**src/rtl/trhfe_pkg.sv**
```systemverilog
package trhfe_pkg;

    // Fixed-point formats
    localparam int Q_W    = 48;               // Q16.32 signed
    localparam int SUM_W  = 63;               // Q31.32 unsigned
    localparam int CNT_W  = 17;               // scored step counter
    localparam int CNT_MAX = 2 ** CNT_W - 1;
    localparam int HALF_W = Q_W / 2;          // multiplier operand slice
    localparam int ACC_W  = 2 * Q_W;          // full product width
    localparam int FRAC_W = 32;
    localparam int DIV_CNT_W = $clog2(SUM_W);

    // Configuration port
    localparam int APB_DW = 64;
    localparam int APB_AW = 6;
    localparam int REG_LSB = 3;               // 8-byte register stride

    localparam logic signed [Q_W-1:0] Q_MAX = {1'b0, {(Q_W-1){1'b1}}};
    localparam logic signed [Q_W-1:0] Q_MIN = {1'b1, {(Q_W-1){1'b0}}};
    localparam logic [SUM_W-1:0]      SUM_MAX = {SUM_W{1'b1}};

    typedef enum logic [2:0] {
        REG_RATE_ONE,
        REG_RATE_TWO,
        REG_RESERVE_ONE,
        REG_RESERVE_TWO,
        REG_START_ONE,
        REG_START_TWO,
        REG_GAIN_ONE,
        REG_GAIN_TWO
    } t_reg_idx;

    typedef struct packed {
        logic signed [Q_W-1:0] rate_one;
        logic signed [Q_W-1:0] rate_two;
        logic signed [Q_W-1:0] reserve_one;
        logic signed [Q_W-1:0] reserve_two;
        logic signed [Q_W-1:0] start_one;
        logic signed [Q_W-1:0] start_two;
        logic signed [Q_W-1:0] gain_one;
        logic signed [Q_W-1:0] gain_two;
    } t_cfg;

    // Shared multiplier request / response
    typedef struct packed {
        logic                  start;
        logic signed [Q_W-1:0] a;
        logic signed [Q_W-1:0] b;
    } t_mul_req;

    typedef struct packed {
        logic                  done;
        logic signed [Q_W-1:0] q;   // rounded, saturated signed product
        logic [SUM_W-1:0]      m;   // rounded magnitude product
    } t_mul_rsp;

    // Divider request / response
    typedef struct packed {
        logic             start;
        logic [SUM_W-1:0] dividend;
        logic [CNT_W-1:0] divisor;
    } t_div_req;

    typedef struct packed {
        logic             done;
        logic [SUM_W-1:0] quot;
    } t_div_rsp;

    typedef enum logic [3:0] {
        ST_IDLE,
        ST_AVAIL1,
        ST_M1A,
        ST_M1B,
        ST_M2A,
        ST_M2B,
        ST_G1,
        ST_G2,
        ST_RES,
        ST_SQ,
        ST_FIN,
        ST_DIV,
        ST_OUT
    } t_state;

endpackage

```
**src/rtl/trhfe_mul.sv**
```systemverilog
// Sign-magnitude Q16.32 multiplier built on one 24x24 multiplier.
// Four partial products are accumulated in turn, then the sum is rounded.
module trhfe_mul (
    input  logic                  i_clk,
    input  logic                  i_rst_n,
    input  trhfe_pkg::t_mul_req   i_req,
    output trhfe_pkg::t_mul_rsp   o_rsp
);
    import trhfe_pkg::*;

    logic                     r_busy;
    logic                     r_round;
    logic [1:0]               r_step;
    logic [Q_W-1:0]           r_ma;
    logic [Q_W-1:0]           r_mb;
    logic                     r_neg;
    logic [ACC_W-1:0]         r_acc;
    logic                     r_done;
    logic signed [Q_W-1:0]    r_q;
    logic [SUM_W-1:0]         r_m;

    logic [HALF_W-1:0]        a_half;
    logic [HALF_W-1:0]        b_half;
    logic [2*HALF_W-1:0]      pp;
    logic [ACC_W-1:0]         pp_sh;
    logic [ACC_W-FRAC_W-1:0]  rnd;
    logic signed [Q_W-1:0]    q_sat;

    function automatic logic [Q_W-1:0] mag(input logic signed [Q_W-1:0] v);
        return v[Q_W-1] ? (~v + 1'b1) : v;
    endfunction

    // partial product: low/low, high/low, low/high, high/high
    assign a_half = r_step[0] ? r_ma[Q_W-1:HALF_W] : r_ma[HALF_W-1:0];
    assign b_half = r_step[1] ? r_mb[Q_W-1:HALF_W] : r_mb[HALF_W-1:0];
    assign pp     = a_half * b_half;

    always_comb begin
        unique case (r_step)
            2'd0:    pp_sh = ACC_W'(pp);
            2'd1,
            2'd2:    pp_sh = ACC_W'(pp) << HALF_W;
            default: pp_sh = ACC_W'(pp) << (2 * HALF_W);
        endcase
    end

    // round to nearest, ties away from zero, then saturate to Q16.32
    assign rnd = r_acc[ACC_W-1:FRAC_W] + (ACC_W-FRAC_W)'(r_acc[FRAC_W-1]);

    always_comb begin
        if (r_neg) begin
            if (rnd > ((ACC_W-FRAC_W)'(1) << (Q_W-1))) q_sat = Q_MIN;
            else                                       q_sat = -$signed(rnd[Q_W-1:0]);
        end else begin
            if (rnd > (ACC_W-FRAC_W)'(Q_MAX)) q_sat = Q_MAX;
            else                              q_sat = $signed(rnd[Q_W-1:0]);
        end
    end

    // control
    always_ff @(posedge i_clk) begin
        if (!i_rst_n) begin
            r_busy  <= 1'b0;
            r_round <= 1'b0;
            r_step  <= '0;
            r_done  <= 1'b0;
        end else begin
            r_done <= 1'b0;
            if (i_req.start) begin
                r_busy  <= 1'b1;
                r_round <= 1'b0;
                r_step  <= '0;
            end else if (r_busy && !r_round) begin
                r_step <= r_step + 2'd1;
                if (r_step == 2'd3) r_round <= 1'b1;
            end else if (r_busy) begin
                r_busy  <= 1'b0;
                r_round <= 1'b0;
                r_done  <= 1'b1;
            end
        end
    end

    // datapath
    always_ff @(posedge i_clk) begin
        if (i_req.start) begin
            r_ma  <= mag(i_req.a);
            r_mb  <= mag(i_req.b);
            r_neg <= i_req.a[Q_W-1] ^ i_req.b[Q_W-1];
            r_acc <= '0;
        end else if (r_busy && !r_round) begin
            r_acc <= r_acc + pp_sh;
        end else if (r_busy) begin
            r_q <= q_sat;
            r_m <= rnd[SUM_W-1:0];
        end
    end

    assign o_rsp.done = r_done;
    assign o_rsp.q    = r_q;
    assign o_rsp.m    = r_m;

endmodule

```
**config.mk**
```make
export PLATFORM = sky130hd
export DESIGN_NAME = trhfe_mul
export DESIGN_NICKNAME = d
export VERILOG_FILES = /design/src/rtl/trhfe_pkg.sv /design/src/rtl/trhfe_mul.sv
export SDC_FILE = /design/constraint.sdc
export NUM_CORES = 2
export LEC_CHECK = 0
export BUFFER_PORTS_ARGS = -buffer_cell sky130_fd_sc_hd__buf_2
export CAP_MARGIN = 15
export CORE_ASPECT_RATIO = 1.4
export CORE_MARGIN = 8
export CORE_UTILIZATION = 31
export DETAILED_ROUTE_END_ITERATION = 8
export SLEW_MARGIN = 20
export SYNTH_ARGS = -nofsm -noshare
export SYNTH_HDL_FRONTEND = slang
export SYNTH_SLANG_ARGS = --single-unit
```
**constraint.sdc**
```tcl
create_clock -name i_clk -period 12.3 [get_ports i_clk]
set_clock_uncertainty 0.2 [all_clocks]
set_input_delay 2.46 -clock i_clk [delete_from_list [all_inputs] [get_ports i_clk]]
set_output_delay 2.46 -clock i_clk [all_outputs]
set_load 0.05 [all_outputs]
```
* Yosys cells after proc, flatten, opt, wreduce, memory -nomap -nowiden
Cells that the tools add are included.
** Word-level totals
- Register bits after elaboration :: 309
- Bits of input ports :: 99
- Logic and storage cells :: 55
- Output and inout bits :: 112
** Cells by class
- Equal/unequal tests :: 5
- Order comparisons :: 2
- Mux-type cells :: 14
- Bitwise gates (word level) :: 6
- Reductions and logical operators :: 9
- Add/subtract/negate cells :: 6
- Multiply operators :: 1
** Operator list (number)
- 96-bit one-hot mux with 2 select lines :: 1
- 48-bit two-way mux :: 3
- 48-bit by 1-bit adder with 48-bit output, second input constant :: 2
- 96-bit adder :: 1
- 48-bit inverter :: 2
- 47-bit two-way mux :: 2
- 64-bit by 1-bit adder with 64-bit output :: 1
- 64-bit by 47-bit > comparator with 1-bit output, second input constant :: 1
- 64-bit by 48-bit > comparator with 1-bit output, second input constant :: 1
- 24-bit by 24-bit multiplier with 48-bit output :: 1
- 24-bit two-way mux :: 2
- 48-bit negation :: 1
- 1-bit two-way mux :: 6
- 2-bit equality test, second input constant :: 2
- 2-bit OR reduction :: 2
- 1-bit inverter :: 3
- 3-bit AND reduction :: 1
- 3-bit OR reduction :: 1
- 2-bit by 1-bit adder with 2-bit output, second input constant :: 1
- 2-bit by 1-bit equality test with 1-bit output, second input constant :: 1
- 2-bit zero test :: 1
- 2-bit by 1-bit inequality test with 1-bit output, second input constant :: 1
- 2-bit inequality test, second input constant :: 1
- 2-bit AND reduction :: 1
- other kinds (4) :: 4

* Longest topological paths before layout
- Word-level depth :: 4
- Mapped depth :: 45
- Depth with buffers taken out :: 40

* Worst setup path after synthesis
No wires, ideal clock.
- Path type :: register to register
- Start :: reg r_step[0]
- End :: reg r_acc[95]
- Arrival :: 10.612 ns
- Path slack :: 1.367 ns
- Buffers on the path :: 6
- Stages on the path, launching flop included :: 43
- Setup time :: 0.121 ns
- Clock period less this slack :: 10.933 ns
- Cells stage by stage :: dfxtp_1 > clkbuf_1 > clkbuf_1 > clkbuf_1 > mux2i_1 > clkbuf_1 > nor2_1 > fa_1 > inv_1 > fa_1 > inv_1 > fa_1 > fa_1 > fa_1 > fa_1 > inv_1 > fa_1 > inv_1 > [... 7 more ...] > o21bai_1 > a21oi_1 > o21ai_0 > a211oi_1 > mux2i_1 > o221ai_1 > ha_1 > clkbuf_1 > nand4_1 > or4_1 > nor2_1 > o31ai_1 > nand3_1 > a31oi_1 > o21ai_0 > nand2_1 > mux2_2 > mux2_2
** Between the ends
- Cells in the longest elaborated chain, start to end :: 4
- Elaborated cells on any way between the ends :: 8
- Classes of those cells :: 1 x add/sub; 1 x mul; 2 x eq/ne; 2 x mux; 2 x reduce/logical
** RTL lines
- from (decl) :: line trhfe_mul.sv:13 : logic [1:0] r_step;
- from (signal assigned) :: line trhfe_mul.sv:74 : r_step <= r_step + 2'd1;
- 24-bit two-way mux (tied with other cells) :: line trhfe_mul.sv:34 : assign a_half = r_step[0] ? r_ma[Q_W-1:HALF_W] : r_ma[HALF_W-1:0];
- 24-bit by 24-bit multiplier with 48-bit output / 2-bit OR reduction (equally long branches) :: line trhfe_mul.sv:36, trhfe_mul.sv:39
- 96-bit one-hot mux with 2 select lines (*) :: line trhfe_mul.sv:39 : unique case (r_step)
- 96-bit adder (*) :: line trhfe_mul.sv:92 : r_acc <= r_acc + pp_sh;
- to (signal assigned) :: line trhfe_mul.sv:92
- to (decl) :: line trhfe_mul.sv:17 : logic [ACC_W-1:0] r_acc;
Mark *: on every way between the ends. The rest lies on a longest branch, timed or not.
A chain may end at the register's enable or synchronous reset.

* Worst setup path after layout
- Start :: reg r_step[1]
- End :: reg r_acc[87]
** Between the ends
- Cells in the longest elaborated chain, start to end :: 4
- Elaborated cells on any way between the ends :: 8
- Classes of those cells :: 1 x add/sub; 1 x mul; 2 x eq/ne; 2 x mux; 2 x reduce/logical
** RTL lines
- 24-bit two-way mux (tied with other cells) :: line trhfe_mul.sv:35 : assign b_half = r_step[1] ? r_mb[Q_W-1:HALF_W] : r_mb[HALF_W-1:0];
- 24-bit by 24-bit multiplier with 48-bit output / 2-bit OR reduction (equally long branches) :: line trhfe_mul.sv:36, trhfe_mul.sv:39
- 96-bit one-hot mux with 2 select lines (*) :: line trhfe_mul.sv:39
- 96-bit adder (*) :: line trhfe_mul.sv:92
Marked as above.

==> summary.md <==
| Metric | Value |
|---|---|
| Status | finished clean |
| Sequential-to-total area share from yosys stat | roughly a fifth |
| Number of I/O pins | about 210 |
| Data arrival time of the worst path | between 10 and 15 ns |
| Cell count after placement | 6,582 |
| Mapped Avg Cell Area | between 8 and 9 um^2 |
| Global-route wire length before repair | around 200 mm |
| Netlist cell types | 82 |
| Die Footprint | around 0.14 mm^2 |
| Cts hold-fix bufs | 0 |
| CTS Sinks | 309 |
| Buffers on Ports | 210 |
| Ys flop type | edfxtp_1 |
| Worst R2R Setup Slack | ~0.59 ns |
| Slowest cell delay on critical path | 0.55 ns |
| Cells after Synth | 4,745 |
| Fin crit period | roughly 12 ns |
| Nets@finish | 5,722 |
| Fmax | 85.4 MHz |
| Vias in the first global route | between 30,000 and 40,000 |
| Global routing's busiest layer | met2 |
| CP dominant cell by count | fa_1 |
| EDFF count, synth | roughly 210 |
| Total track usage | ~18% |
| Crit path max-delay family | adder cells |
| DR WL/cell | approximately 20 um |
| Synthesized Nets | 5,604 |
| Die height | roughly 450 um |
| Synth warn | 0 |
| Final setup violation count | 0 |
| Largest fanout on the critical path | 20 |
| Setup TNS after final layout | 0 ns |
| Via density | between 5 and 6 |
| Root buf cell | clkbuf_16 |
| Most common cell after layout, fill and taps aside | inv_1 |
| Num CTS Buffers | 39 |
| Commonest cells after routing, fill and taps aside | inv_1 (663), nand2_1 (636), fa_1 (483), nor2_1 (427), ha_1 (277) |
| Die width | about 320 um |
| RSZ-0062 raised after global routing | no |
| CTS tree | done |
| Met2 global-route usage | 32.1% |
| Hold/Removal Path Class | reg -> reg |
| Grt met1 use | between 20% and 30% |
| Crit-path slowest cell | fa_1 |
| CP startpoint kind | flop |
| Grt total ovfl | 0 |
| Mapped cell area | between 0.04 and 0.05 mm^2 |
| Initial core utilization | 31.2% |
| Crit end category | flop |
| Final hold vios | 0 |
| Worst setup margin | between 0.5 and 0.6 ns |
| Met3 global-route usage | between 2 and 3% |
| Clock slew at reported path FFs | approximately 0.06 ns |
| Initial drt markers | about 2,400 |
| Async SR Flop Fraction | 0% |
| CTS Buffer Depth | 3 |
| Hold Slack | ~0.26 ns |
| # rows | 158 |
| Core Region | around 0.13 mm^2 |
| Register bit count reported by yosys | approximately 300 |
| Area delta synth->final | 10.9% |
| Largest net degree at the start of global routing | 74 |
| WP buf/inv | 10 |
| Final antenna-violating net count | 0 |
| Maxcap violations | 0 |
| Layout cells sized above 1 | a little over a tenth |
| Pre-CTS WS | around 0.24 ns |
| Initial DRT Pass Iterations | 6 |
| DP HPWL | approximately 110 mm |
| Max_slew headroom | a little under two fifths |
| Routed WL | 134 mm |
| Slew of the pin with the lowest slew margin | 0.937 ns |
| Via count | between 30,000 and 40,000 |
| Slew Viols, Final | 0 |
| WS Path Type | reg -> reg |
| H-tree depth | 2 |
| Remaining DRCs | 0 |
| Finished Layout Cells | 6,655 |
| Critical path data required time | approximately 13 ns |
| RePlAce Congestion | approximately 0.96 |
| Worst skew pair latency | 0.61 ns |
| Final Cycle Share | between 90% and 100% |
| Initial antenna violation count | 1 |
-- stage by stage --
step                area, um^2  utilization [%]
finish                   45600             34.5
global route             45600             34.5
CTS                      45600             34.5
detailed placement       44300             33.5
global placement         44300             33.5
floorplan                41100                -
-- worst min-delay path, stage by stage (launching register included) --
cell and delay, ns:
dfxtp_1 0.31, nand2_1 0.05, a21oi_1 0.05
-- routing by layer --
| metal | up-vias | share of wire, % |
|---|---|---|
| met2 | 1232 | 49 |
| met1 | 16700 | 39 |
| met3 | 335 | 6.3 |
| li1 | 16000 | - |
| met4 | 0 | 5.6 |
| met5 | - | 0 |
-- state kept, by name, indices dropped and copies added, names as in the netlist, 2 cells and up --
register,flops
r_step,2
r_mb,48
r_q,48
r_ma,48
r_m,63
r_acc,96
-- final timing paths --
kind	from	endpoint	cells past startpoint
hold / removal	r_acc[13]	r_acc[13]	2
hold reg to reg	r_acc[13]	r_acc[13]	2
setup / recovery	r_step[1]	r_acc[87]	42
setup reg to reg	r_step[1]	r_acc[87]	42
-- timing repair --
item / CTS / global route
resized for setup: 0 / 4
buffers inserted: 0 / 0
endpoints found under the setup margin: 0 / 7
-- kinds of logic after synthesis --
kind of cell,Yosys count,share of synthesized area (%)
AOI/OAI and AO/OA,813,13.3
DFF,309,20.1
and+or+nand+nor,1545,16.9
xor gates and xnor gates,325,6.94
muxes,99,2.55
adders and majority gates,760,31.9
buffers and inverters,894,8.29
-- final cells by class --
| class | count | area (um^2) |
|---|---|---|
| antenna | 1 | 2.50 |
| tap | 1760 | 2200 |
| multi-input combinational | 3542 | 29500 |
| timing repair buffer | 307 | 1790 |
| sequential | 309 | 8270 |
| clock inverter | 25 | 314 |
| inverter | 664 | 2490 |
| clock buffer | 47 | 1030 |
| fill | 13900 | 86400 |
-- synthesized netlist by cell type, types with 37 or more instances --
cell        n  area, um^2
inv_1     663        2490
nand2_1   636        2390
fa_1      483        9670
nor2_1    429        1610
ha_1      277        3470
xnor2_1   253        2220
a21oi_1   246        1230
edfxtp_1  208        6250
clkbuf_1  205         769
o21ai_0   167         836
dfxtp_1   101        2020
a21o_1     99         743
nand3_1    76         380
nor3_1     76         380
nand4_1    72         450
xor2_1     71         622
mux2i_1    52         521
and2_1     49         307
mux2_2     47         529
o31ai_1    39         293
a221oi_2   37         556
Power is not shown: default switching activity piles up to over one toggle a cycle in this logic, so the estimate is an artifact.
