$ cat src/rtl/trhfe_pkg.sv
package trhfe_pkg;

    // Fixed-point formats
    localparam int Q_W    = 48;               // Q16.32 signed
    localparam int SUM_W  = 63;               // Q31.32 unsigned
    localparam int CNT_W  = 17;               // scored step counter
    localparam int CNT_MAX = 2 ** CNT_W - 1;
    localparam int HALF_W = Q_W / 2;          // multiplier operand slice
    localparam int ACC_W  = 2 * Q_W;          // full product width
    localparam int FRAC_W = 32;
    localparam int DIV_CNT_W = $clog2(SUM_W);

    // Configuration port
    localparam int APB_DW = 64;
    localparam int APB_AW = 6;
    localparam int REG_LSB = 3;               // 8-byte register stride

    localparam logic signed [Q_W-1:0] Q_MAX = {1'b0, {(Q_W-1){1'b1}}};
    localparam logic signed [Q_W-1:0] Q_MIN = {1'b1, {(Q_W-1){1'b0}}};
    localparam logic [SUM_W-1:0]      SUM_MAX = {SUM_W{1'b1}};

    typedef enum logic [2:0] {
        REG_RATE_ONE,
        REG_RATE_TWO,
        REG_RESERVE_ONE,
        REG_RESERVE_TWO,
        REG_START_ONE,
        REG_START_TWO,
        REG_GAIN_ONE,
        REG_GAIN_TWO
    } t_reg_idx;

    typedef struct packed {
        logic signed [Q_W-1:0] rate_one;
        logic signed [Q_W-1:0] rate_two;
        logic signed [Q_W-1:0] reserve_one;
        logic signed [Q_W-1:0] reserve_two;
        logic signed [Q_W-1:0] start_one;
        logic signed [Q_W-1:0] start_two;
        logic signed [Q_W-1:0] gain_one;
        logic signed [Q_W-1:0] gain_two;
    } t_cfg;

    // Shared multiplier request / response
    typedef struct packed {
        logic                  start;
        logic signed [Q_W-1:0] a;
        logic signed [Q_W-1:0] b;
    } t_mul_req;

    typedef struct packed {
        logic                  done;
        logic signed [Q_W-1:0] q;   // rounded, saturated signed product
        logic [SUM_W-1:0]      m;   // rounded magnitude product
    } t_mul_rsp;

    // Divider request / response
    typedef struct packed {
        logic             start;
        logic [SUM_W-1:0] dividend;
        logic [CNT_W-1:0] divisor;
    } t_div_req;

    typedef struct packed {
        logic             done;
        logic [SUM_W-1:0] quot;
    } t_div_rsp;

    typedef enum logic [3:0] {
        ST_IDLE,
        ST_AVAIL1,
        ST_M1A,
        ST_M1B,
        ST_M2A,
        ST_M2B,
        ST_G1,
        ST_G2,
        ST_RES,
        ST_SQ,
        ST_FIN,
        ST_DIV,
        ST_OUT
    } t_state;

endpackage

$ cat src/rtl/trhfe_apb.sv
module trhfe_apb (
    input  logic                           i_clk,
    input  logic                           i_rst_n,
    input  logic                           psel,
    input  logic                           penable,
    input  logic                           pwrite,
    input  logic [trhfe_pkg::APB_AW-1:0]   paddr,
    input  logic [trhfe_pkg::APB_DW-1:0]   pwdata,
    output logic [trhfe_pkg::APB_DW-1:0]   prdata,
    output logic                           pready,
    output trhfe_pkg::t_cfg                o_cfg
);
    import trhfe_pkg::*;

    t_cfg     r_cfg;
    t_reg_idx idx;
    logic     wr_en;

    function automatic logic [APB_DW-1:0] sext(input logic signed [Q_W-1:0] v);
        return {{(APB_DW-Q_W){v[Q_W-1]}}, v};
    endfunction

    assign idx    = t_reg_idx'(paddr[APB_AW-1:REG_LSB]);
    assign wr_en  = psel && penable && pwrite;
    assign pready = 1'b1;
    assign o_cfg  = r_cfg;

    // register writes
    always_ff @(posedge i_clk) begin
        if (!i_rst_n) begin
            r_cfg <= '0;
        end else if (wr_en) begin
            unique case (idx)
                REG_RATE_ONE:    r_cfg.rate_one    <= pwdata[Q_W-1:0];
                REG_RATE_TWO:    r_cfg.rate_two    <= pwdata[Q_W-1:0];
                REG_RESERVE_ONE: r_cfg.reserve_one <= pwdata[Q_W-1:0];
                REG_RESERVE_TWO: r_cfg.reserve_two <= pwdata[Q_W-1:0];
                REG_START_ONE:   r_cfg.start_one   <= pwdata[Q_W-1:0];
                REG_START_TWO:   r_cfg.start_two   <= pwdata[Q_W-1:0];
                REG_GAIN_ONE:    r_cfg.gain_one    <= pwdata[Q_W-1:0];
                REG_GAIN_TWO:    r_cfg.gain_two    <= pwdata[Q_W-1:0];
            endcase
        end
    end

    // read mux, sign extended
    always_comb begin
        unique case (idx)
            REG_RATE_ONE:    prdata = sext(r_cfg.rate_one);
            REG_RATE_TWO:    prdata = sext(r_cfg.rate_two);
            REG_RESERVE_ONE: prdata = sext(r_cfg.reserve_one);
            REG_RESERVE_TWO: prdata = sext(r_cfg.reserve_two);
            REG_START_ONE:   prdata = sext(r_cfg.start_one);
            REG_START_TWO:   prdata = sext(r_cfg.start_two);
            REG_GAIN_ONE:    prdata = sext(r_cfg.gain_one);
            REG_GAIN_TWO:    prdata = sext(r_cfg.gain_two);
        endcase
    end

endmodule

$ cat config.mk
export PLATFORM = sky130hd
export DESIGN_NAME = trhfe_apb
export DESIGN_NICKNAME = d
export VERILOG_FILES = /design/src/rtl/trhfe_pkg.sv /design/src/rtl/trhfe_apb.sv
export SDC_FILE = /design/constraint.sdc
export NUM_CORES = 1
export LEC_CHECK = 0
export ABC_CLOCK_PERIOD_IN_PS = 4050
export BUFFER_PORTS_ARGS = -buffer_cell sky130_fd_sc_hd__buf_2
export CAP_MARGIN = 0
export CORE_MARGIN = 3
export CORE_UTILIZATION = 45
export CTS_BUF_LIST = sky130_fd_sc_hd__clkbuf_8
export CTS_CLUSTER_DIAMETER = 120
export DETAILED_ROUTE_END_ITERATION = 8
export GPL_TIMING_DRIVEN = 0
export PLACE_DENSITY = 0.71
export RECOVER_POWER = 50
export SYNTH_ARGS = -nofsm -noshare
export SYNTH_HDL_FRONTEND = slang
export SYNTH_SLANG_ARGS = --single-unit
export TNS_END_PERCENT = 100
$ cat constraint.sdc
create_clock -name i_clk -period 4.05 [get_ports i_clk]
set_input_delay 0.405 -clock i_clk [delete_from_list [all_inputs] [get_ports i_clk]]
set_output_delay 0.405 -clock i_clk [all_outputs]
set_load 0.01 [all_outputs]
**Word-level counts from Yosys, hierarchy flattened**

Cells that the tools add are included.

- Register bits: 384
- Input port bits: 75
- Output and inout bits: 449

- Eq/ne operators: 7
- Mux-type cells: 1
- Reductions and logical operators: 11

Operators by type and width:

| kind | number |
|---|---|
| $pmux W64 S8 | 1 |
| $reduce_and A2 Y1 | 8 |
| $eq A3 B3 Y1 const B | 4 |
| $eq A3 B2 Y1 const B | 2 |
| $eq A3 B1 Y1 const B | 1 |
| $logic_not A3 Y1 | 1 |
| $logic_and A1 B1 Y1 | 2 |

**Depth between registers and ports, before layout**

Gate-level depths: netlist of run 1.

- Word-level depth: 3
- Depth in mapped cells: 8
- Depth with buffers taken out: 4

**Least setup slack after synthesis of run 1**

No wires, ideal clock.

- Path kind: input -> output
- From: input port paddr[4] (netlist bit)
- To: output port prdata[48] (netlist bit)
- Arrival: 2178 ps
- Setup slack: 1467 ps
- Cell stages on the path: 7
- Buffers on the path: 4
- Cell sequence: buf_6 > buf_6 > nor2_1 > clkbuf_1 > a221oi_1 > nor2_1 > buf_4

- Cells in the longest elaborated chain, start to end: 2
- Elaborated cells on any way between the ends: 9
- Those cells by class: eq/ne: 7; mux: 1; reduce/logical: 1

RTL lines:

| what | line | text |
|---|---|---|
| start, declared | trhfe_apb.sv:7 | `input logic [trhfe_pkg::APB_AW-1:0] paddr,` |
| $eq A3 B3 Y1, or another cell as far along | trhfe_apb.sv:48 | `unique case (idx)` |
| $pmux W64 S8 * | trhfe_apb.sv:48 |  |
| end, declared | trhfe_apb.sv:9 | `output logic [trhfe_pkg::APB_DW-1:0] prdata,` |

Mark *: on every way between the ends. The rest lies on a longest branch, timed or not.

**Worst setup path after layout of run 1**

- From: input port paddr[4] (netlist bit)
- To: output port prdata[57] (netlist bit)

Same word-level chain as after synthesis.

==> impl.org, run 1 <==
** Clock tree
- TritonCTS Buffers :: 66
- TritonCTS built the clock tree.
- H-tree Lvls :: 3
- Clock tree synthesis found a total of 384 sinks.
- Hold buffer count at cts :: 0
- Count of instances resized after the clock tree is built :: 0
- Clock tree root buffer cell :: clkbuf_8
- After clock tree synthesis, the clock-pin slew on the worst setup and hold paths is 0.06 ns.
- The later pin in the worst-skew pair is clocked with a latency of 0.60 ns.
- Number of buffers on the longest clock path :: 3
- In this run the post-CTS setup repair buffer count came out at 0.

** Floorplanning
- Number of placed I/O pins :: 524
- Die area :: 42,100 um2
- Die Width :: 205 um
- The initial utilization of the core area, before any placement, comes to 45.9%.
- Core Footprint :: 38,900 um2
- The floorplan has 72 rows.
- Height of the die :: 205 um

** Timing
- Derived from the worst setup path, the maximum achievable clock frequency is 0.257 GHz.
- After layout, the worst path uses 96.2% of the clock period.
- For the final routed database, the setup TNS stands at 0 ns.
- Setup repair after global routing left no endpoint under its margin.
- The count of endpoints failing hold in the final timing report was 0.
- For the pin with the worst max-slew slack, the measured transition is 1.11 ns.
- Worst clock skew :: 0 ns
- Headroom to the max-slew limit came out at 25.5%.
- Across all hold checks on the routed design, the worst slack comes to 0.0861 ns.
- Final setup fails :: 0
- Final critical delay including setup and external delays :: 3.90 ns
- Final critical-path setup slack :: 0.153 ns
- Final count of pins violating max slew :: 0

** Placement
- Post-place setup slack :: 0.255 ns
- Routability cong. :: 0.922
- Half-perimeter wire length after placement :: 57,500 um
- Port buffering added 454 buffers.

** Detailed routing
- Remaining antenna violation count after routing :: 0
- Via count :: 18,667
- DRC Markers :: 0
- Routed wirelength normalized by instance count :: 24.7 um
- For this block, the initial DRC count from the detailed router was 1,739.
- Detail-routed via count per cell :: 5.68
- The first detailed-routing pass took 6 iterations.
- Post-Route WL :: 81,000 um

** Setup path
- Of all nets on the critical path, the largest fanout is 17.
- The critical path starts at paddr[4].
- Critical Path Start Type :: input port
- On the worst path, the slowest cell contributes a delay of 0.87 ns.
- Element type at the critical path end :: output port
- Data required time at the worst endpoint :: 3.64 ns
- Worst Path Buf+Inv :: 6
- Critical Path AT :: 3.49 ns
- Critical-path cell with the highest stage delay :: nor2_1
- Grouping stages by cell kind, the critical path spends the most delay in buffers and inverters.
- Register-to-register setup slack :: 3.26 ns
- Walking the worst path, the cells encountered are buf_2 -> buf_6 -> buf_6 -> nor2_1 -> clkbuf_1 -> a221oi_1 -> nor2_1 -> buf_4 -> buf_2.
- Crit Path Category :: in -> out
- R2R Path Start :: o_cfg[233]

** Finish
- Measured on the finished design, the core utilization comes to 55.8%.
- Max FFs per register :: 384
- In the layout the commonest cells are 772 x nand2_1, 384 x dfxtp_1, 348 x buf_2, 290 x a21boi_0, 278 x clkbuf_1.
- Leaving out fill and tap cells, the most frequent cell in the layout is nand2_1.
- The area growth from synthesis to layout is 21.8%.
- For this run, the post-layout net count is 2,798.
- Share of cells above drive strength 1 :: 18.7%

** GRT
- In this run the most used layer during global routing was met2.
- The number of antenna violations at the first check in global routing is 3.
- Total global routing track utilization :: 36.7%
- Global routing consumed, on the met2 layer, 58.9% of the routing resources.
- The number of global-route vias before repair was 17,552.
- For this run, global-route usage on met1 was measured as 45.2%.
- Global routing usage on met3 :: 10.4%
- First-pass GRT wire length :: 115,000 um
- Pin count of the biggest net entering global routing :: 18
- Total global routing overflow :: 0

** Pwr
- Peak ir drop on the vdd network :: 278 uV
- Power spread over the standard cell area amounts to 364 nW/um2.
- Summed over all cells, the static leakage comes to 8.59 nW.

** Job
- Count of maximum capacitance violations :: 0

** Yosys
- In the synthesized netlist the async set-or-reset flop fraction comes to 0%.
- Count of flip-flops with a built-in enable after synthesis :: 0
- When the netlist entered floorplanning its net count stood at 2,276.
- Synthesis instantiated 33 different standard cells from the library.
- Portion of the post-synthesis area used by sequential elements :: 43.1%
- By area the synthesized netlist is led by dfxtp_1 43%, nand2_1 16%, a21boi_0 9.8%.
- The average instance in the mapped netlist occupies 8.11 um2.
- After technology mapping, the gate count stands at 2,201.
- Synthesis inferred 384 register bits.
- In this run the cell area of the synthesized design comes to 17,800 um2.
- Most used flip-flop cell after synthesis :: dfxtp_1
- Top cell type by total area after synthesis :: dfxtp_1
- Yosys printed 0 warnings.
- After synthesis, the largest area contributor takes up 43.1% of total cell area.

** Hold path
- The worst hold path begins at pwdata[12].
- Path category of the worst min-delay check :: in -> reg

** Run status
- The flow ran to the end, and the final reports show no timing, DRC or antenna violations.
## worst reg2reg max path: cells and delay by family, from the launching register on
family	cells	cell delay [ns]
AOI/OAI and AO/OA	1	0.14
DFF	1	0.49
and+or+nand+nor	1	0.09
## layer usage
metal / share of wire, % / wire (um) / vias up
met5: 0.026 / 21 / -
met4: 5.2 / 4190 / 4
met3: 12 / 9340 / 249
met2: 45 / 36800 / 1195
met1: 38 / 30700 / 8900
li1: - / - / 8319
## final timing paths
path,end,cells past startpoint
worst max-delay path,prdata[57],9
worst min-delay path,o_cfg[348],3
worst max register to register,o_cfg[233],2
worst min register to register,o_cfg[317],2
## power breakdown
group	switching, mW	total (mW)	internal [mW]
Combinational	0.467	0.702	0.236
Clock	1.63	3.38	1.75
Sequential	0.0249	3.83	3.81
## cell families (layout without fill, tap and decap cells)
family / count (synthesis) / count (layout) / share of synthesized area, %
AOI/OAI and AO/OA: 546 / 546 / 24.1
and+or+nand+nor: 895 / 895 / 19.4
buffers and inverters: 291 / 856 / 8.37
DFF: 384 / 384 / 43.1
other: 1 / 2 / 0.0210
muxes: 84 / 84 / 5.07
## stage by stage
stage               power (mW)  std cells  instance area, um2
CTS                       7.92       3284               22000
finish                    7.92       3285               21700
global placement          4.60       3173               20800
detailed placement        4.61       3173               20800
global route              8.14       3285               21700
floorplan                 4.32       2201               17800
## final cells by class
cell class | count | area, um2
Multi-Input combinational cell | 1526 | 8630
Inverter | 49 | 184
Clock inverter | 32 | 131
Antenna cell | 1 | 2.50
Fill cell | 3764 | 17200
Sequential cell | 384 | 7690
Clock buffer | 79 | 1090
Buffer | 242 | 1290
Timing Repair Buffer | 454 | 2070
Tap cell | 518 | 648
## Yosys cell counts (2+ instances only)
master and n:
nor2_1 98, a22oi_1 7, dfxtp_1 384, buf_8 3, mux2_1 36, a221oi_1 77, or2_1 6, a21oi_1 14
inv_1 49, buf_6 7, or3_1 2, nand2_1 772, a22o_1 52, nand2b_1 8, nor2b_1 3, mux2i_1 42
mux2_2 5, buf_4 59, clkbuf_1 97, buf_2 75, a21boi_0 233, a221oi_2 10, a21boi_1 151, nor3_2 2
(Power assumes the default switching activity.)
==> inputs of run 2 (changes only) <==
- CTS_BUF_LIST: sky130_fd_sc_hd__clkbuf_8 -> sky130_fd_sc_hd__clkbuf_4 sky130_fd_sc_hd__clkbuf_8
==> impl.org, run 2 (synthesized netlist as in run 1, its figures left out) <==
** GRT
- The total overflow reported by the global router was 0 (unchanged).
- The met3 track demand over resource was 10.4% (about the same).
- Met1 capacity usage during global routing :: 45.2% (about the same)
- The number of antenna violations at the first check in global routing is 2 (was 3).
- The combined global-route utilization of all metal layers came to 36.7% (about the same).
- Pin count of the biggest net entering global routing :: 18 (unchanged)
- The layer with the highest usage after global routing was met2 (unchanged).
- Vias in the first global route :: 17,648 (was 17,552)
- The global-route wire length before repair was 115,000 um (about the same).
- Global routing met2 resource utilization :: 58.8% (was 58.9%)

** Detailed routing
- Detail-routed via count per cell :: 5.67 (was 5.68)
- The total via count in the routed design is 18,641 (was 18,667).
- The per-cell routed wire length came to 24.7 um (about the same).
- The post-detailed-routing wire length came to 81,100 um (was 81,000 um).
- DRC Markers :: 0 (unchanged)
- Detailed-routing iteration count for the pre-antenna-repair pass :: 5 (was 6)
- The initial detailed-routing violation count came to 1,605 (was 1,739).
- The remaining antenna violation count after routing came to 0 (unchanged).

** Finish
- Combined area of the multi-input logic cells :: 8630 um2 (unchanged)
- The synthesis-to-layout area growth came to 22.2% (was 21.8%).
- Share of cells above drive strength 1 :: 18.9% (was 18.7%)
- Register Area :: 7690 um2 (unchanged)
- Most common library cell in the layout ignoring fill and taps :: nand2_1 (unchanged)
- Most frequent cells in the layout: 772 x nand2_1, 384 x dfxtp_1, 327 x buf_2, 299 x clkbuf_1, 279 x a21boi_0 (was 772 x nand2_1, 384 x dfxtp_1, 348 x buf_2, 290 x a21boi_0, 278 x clkbuf_1).
- The number of nets at the end of the flow was 2,798 (unchanged).
- The number of inserted filler cells in the final layout came to 3,766 (was 3,764).
- The final core area utilization is 56.0% (was 55.8%).
- Max FFs per register :: 384 (unchanged)

** Setup path
- The endpoint required time on the critical path came to 3.64 ns (about the same).
- The element type at the critical path end was an output port (unchanged).
- Maximum net fanout on the critical path :: 17 (unchanged)
- Worst Path Buf+Inv :: 6 (unchanged)
- The critical path start-end classification is in -> out (unchanged).
- The data arrival time of the worst path came to 3.47 ns (was 3.49 ns).
- The critical path's top delay family is buffers and inverters (unchanged).
- Sequence of cells on the critical path: buf_2 -> buf_6 -> buf_6 -> nor2_1 -> clkbuf_1 -> a221oi_1 -> nor2_1 -> buf_4 -> buf_2 (unchanged).
- The slowest cell on the critical path was nor2_1 (unchanged).
- Stages on the worst setup path :: 9 (unchanged)
- Maximum single-stage delay on the critical path :: 0.87 ns (about the same)
- R2R depth :: 2 (unchanged)
- Critical Path Start Type :: input port (unchanged)

** Clock tree
- The total setup buffers inserted after CTS was 0 (unchanged).
- H-tree Lvls :: 3 (unchanged)
- Clock tree root buffer cell :: clkbuf_8 (unchanged)
- Hold buffer count at cts :: 0 (unchanged)
- Post-CTS clock slew at the launch and capture registers of the worst setup and hold paths :: 0.06 ns (about the same)
- The number of buffers added by the clock tree synthesis step came to 66 (unchanged).
- The TritonCTS clock tree is done (unchanged).
- The clock latency of the later-clocked register in the worst-skew pair is 0.59 ns (was 0.60 ns).
- The clock tree buffer depth came to 3 (unchanged).
- Count of instances resized after the clock tree is built :: 0 (unchanged)
- Clock Sinks :: 384 (unchanged)

** Timing
- Final Hold Viols :: 0 (unchanged)
- The total negative slack came to 0 ns (unchanged).
- The upper clock frequency limit is 0.258 GHz (was 0.257 GHz).
- RSZ-0062 raised after global routing :: no (unchanged)
- The headroom to the max-slew limit was 25.9% (was 25.5%).
- The post-layout minimum cycle time is 3.88 ns (was 3.90 ns).
- Measured slew at the worst slew-check pin :: 1.11 ns (about the same)
- Worst clock skew :: 0 ns (unchanged)
- The final critical-path share of the clock period was 95.8% (was 96.2%).
- The final count of negative-setup-slack endpoints is 0 (unchanged).
- Final count of pins violating max slew :: 0 (unchanged)

** Floorplanning
- The area of the core is 38,900 um2 (unchanged).
- The die extent in y came to 205 um (unchanged).
- The chip width came to 205 um (unchanged).
- The initial standard-cell utilization of the core came to 45.9% (unchanged).
- Floorplan row count :: 72 (unchanged)
- Die area :: 42,100 um2 (unchanged)
- Number of placed I/O pins :: 524 (unchanged)

** Pwr
- The sequential group share of total power came to 46.9% (was 48.4%).
- Clock Power Share :: 44.5% (was 42.7%)
- Net switching share of the total power :: 26.0% (was 26.8%)
- Pwr Density :: 375 nW/um2 (was 364 nW/um2)
- Net switching power :: 2.13 mW (was 2.12 mW)
- The maximum ir drop on the vdd rail is 276 uV (was 278 uV).
- The internal cell power was 6.04 mW (was 5.79 mW).
- The reported leakage power is 8.48 nW (was 8.59 nW).
- The part of the total power dissipated in combinational logic is 8.6% (was 8.9%).

** Placement
- Half-perimeter wire length after placement :: 57,500 um (unchanged)
- The global placer's final weighted congestion came to 0.922 (unchanged).
- I/O Buffers :: 454 (unchanged)

** Job
- The number of max-capacitance violations reported came to 0 (unchanged).

** Hold path
- The worst min-delay path category is in -> reg (unchanged).
- The worst hold path cell count was 3 (unchanged).

** Run status
- Run status :: completed (unchanged)
==> run 2: per-stage QoR <==
stage / worst slack (ns) / hold slack [ns] / total power, mW / cells / instance area (um2)
global placement: 0.327 / 0.452 / 4.60 / 3173 / 20800
finish: 0.172 / 0.0887 / 8.17 / 3285 / 21800
detailed placement: 0.255 / 0.459 / 4.61 / 3173 / 20800
CTS: 0.252 / 0.0571 / 8.16 / 3284 / 22100
global route: 0.101 / 0.0673 / 8.38 / 3285 / 21800
floorplan: 1.47 / 0.487 / 4.32 / 2201 / 17800
==> run 2: layout make-up <==
cell class | instances | share of cell area (%)
inverters | 49 | 0.844
repair buffers | 454 | 9.36
clock buffers | 106 | 5.92
well taps | 518 | 2.97
diodes | 1 | 0.0115
multi-input cells | 1526 | 39.6
flip-flops and latches | 384 | 35.3
plain buffers | 242 | 5.90
clock inverters | 5 | 0.138
==> run 2: final timing paths <==
| kind | start | end | slack, ns |
|---|---|---|---|
| min | pwdata[26] | o_cfg[362] | 0.09 |
| max | paddr[4] | prdata[57] | 0.17 |
| max reg2reg | o_cfg[233] | o_cfg[233] | 3.26 |
| min reg2reg | o_cfg[137] | o_cfg[137] | 0.47 |
==> run 2: routing by layer <==
metal,wire length (um),vias to the layer above
met5,13,-
met4,4330,2
met3,9130,257
met2,36700,1190
met1,30900,8870
li1,-,8322
==> run 2: power by group through the flow <==
stage                     combinational (mW)  sequential, mW  clock (mW)
after CTS                              0.697            3.83        3.64
after floorplan                        0.397            3.92           0
after global placement                 0.685            3.91           0
after global routing                   0.734            3.83        3.82
after detailed placement               0.695            3.91           0
final                                  0.702            3.83        3.64
==> run 2: worst register-to-register path: stages, from the launching register on <==
cell and delay, ns:
dfxtp_1 0.50, nand2_1 0.09, a21boi_1 0.14
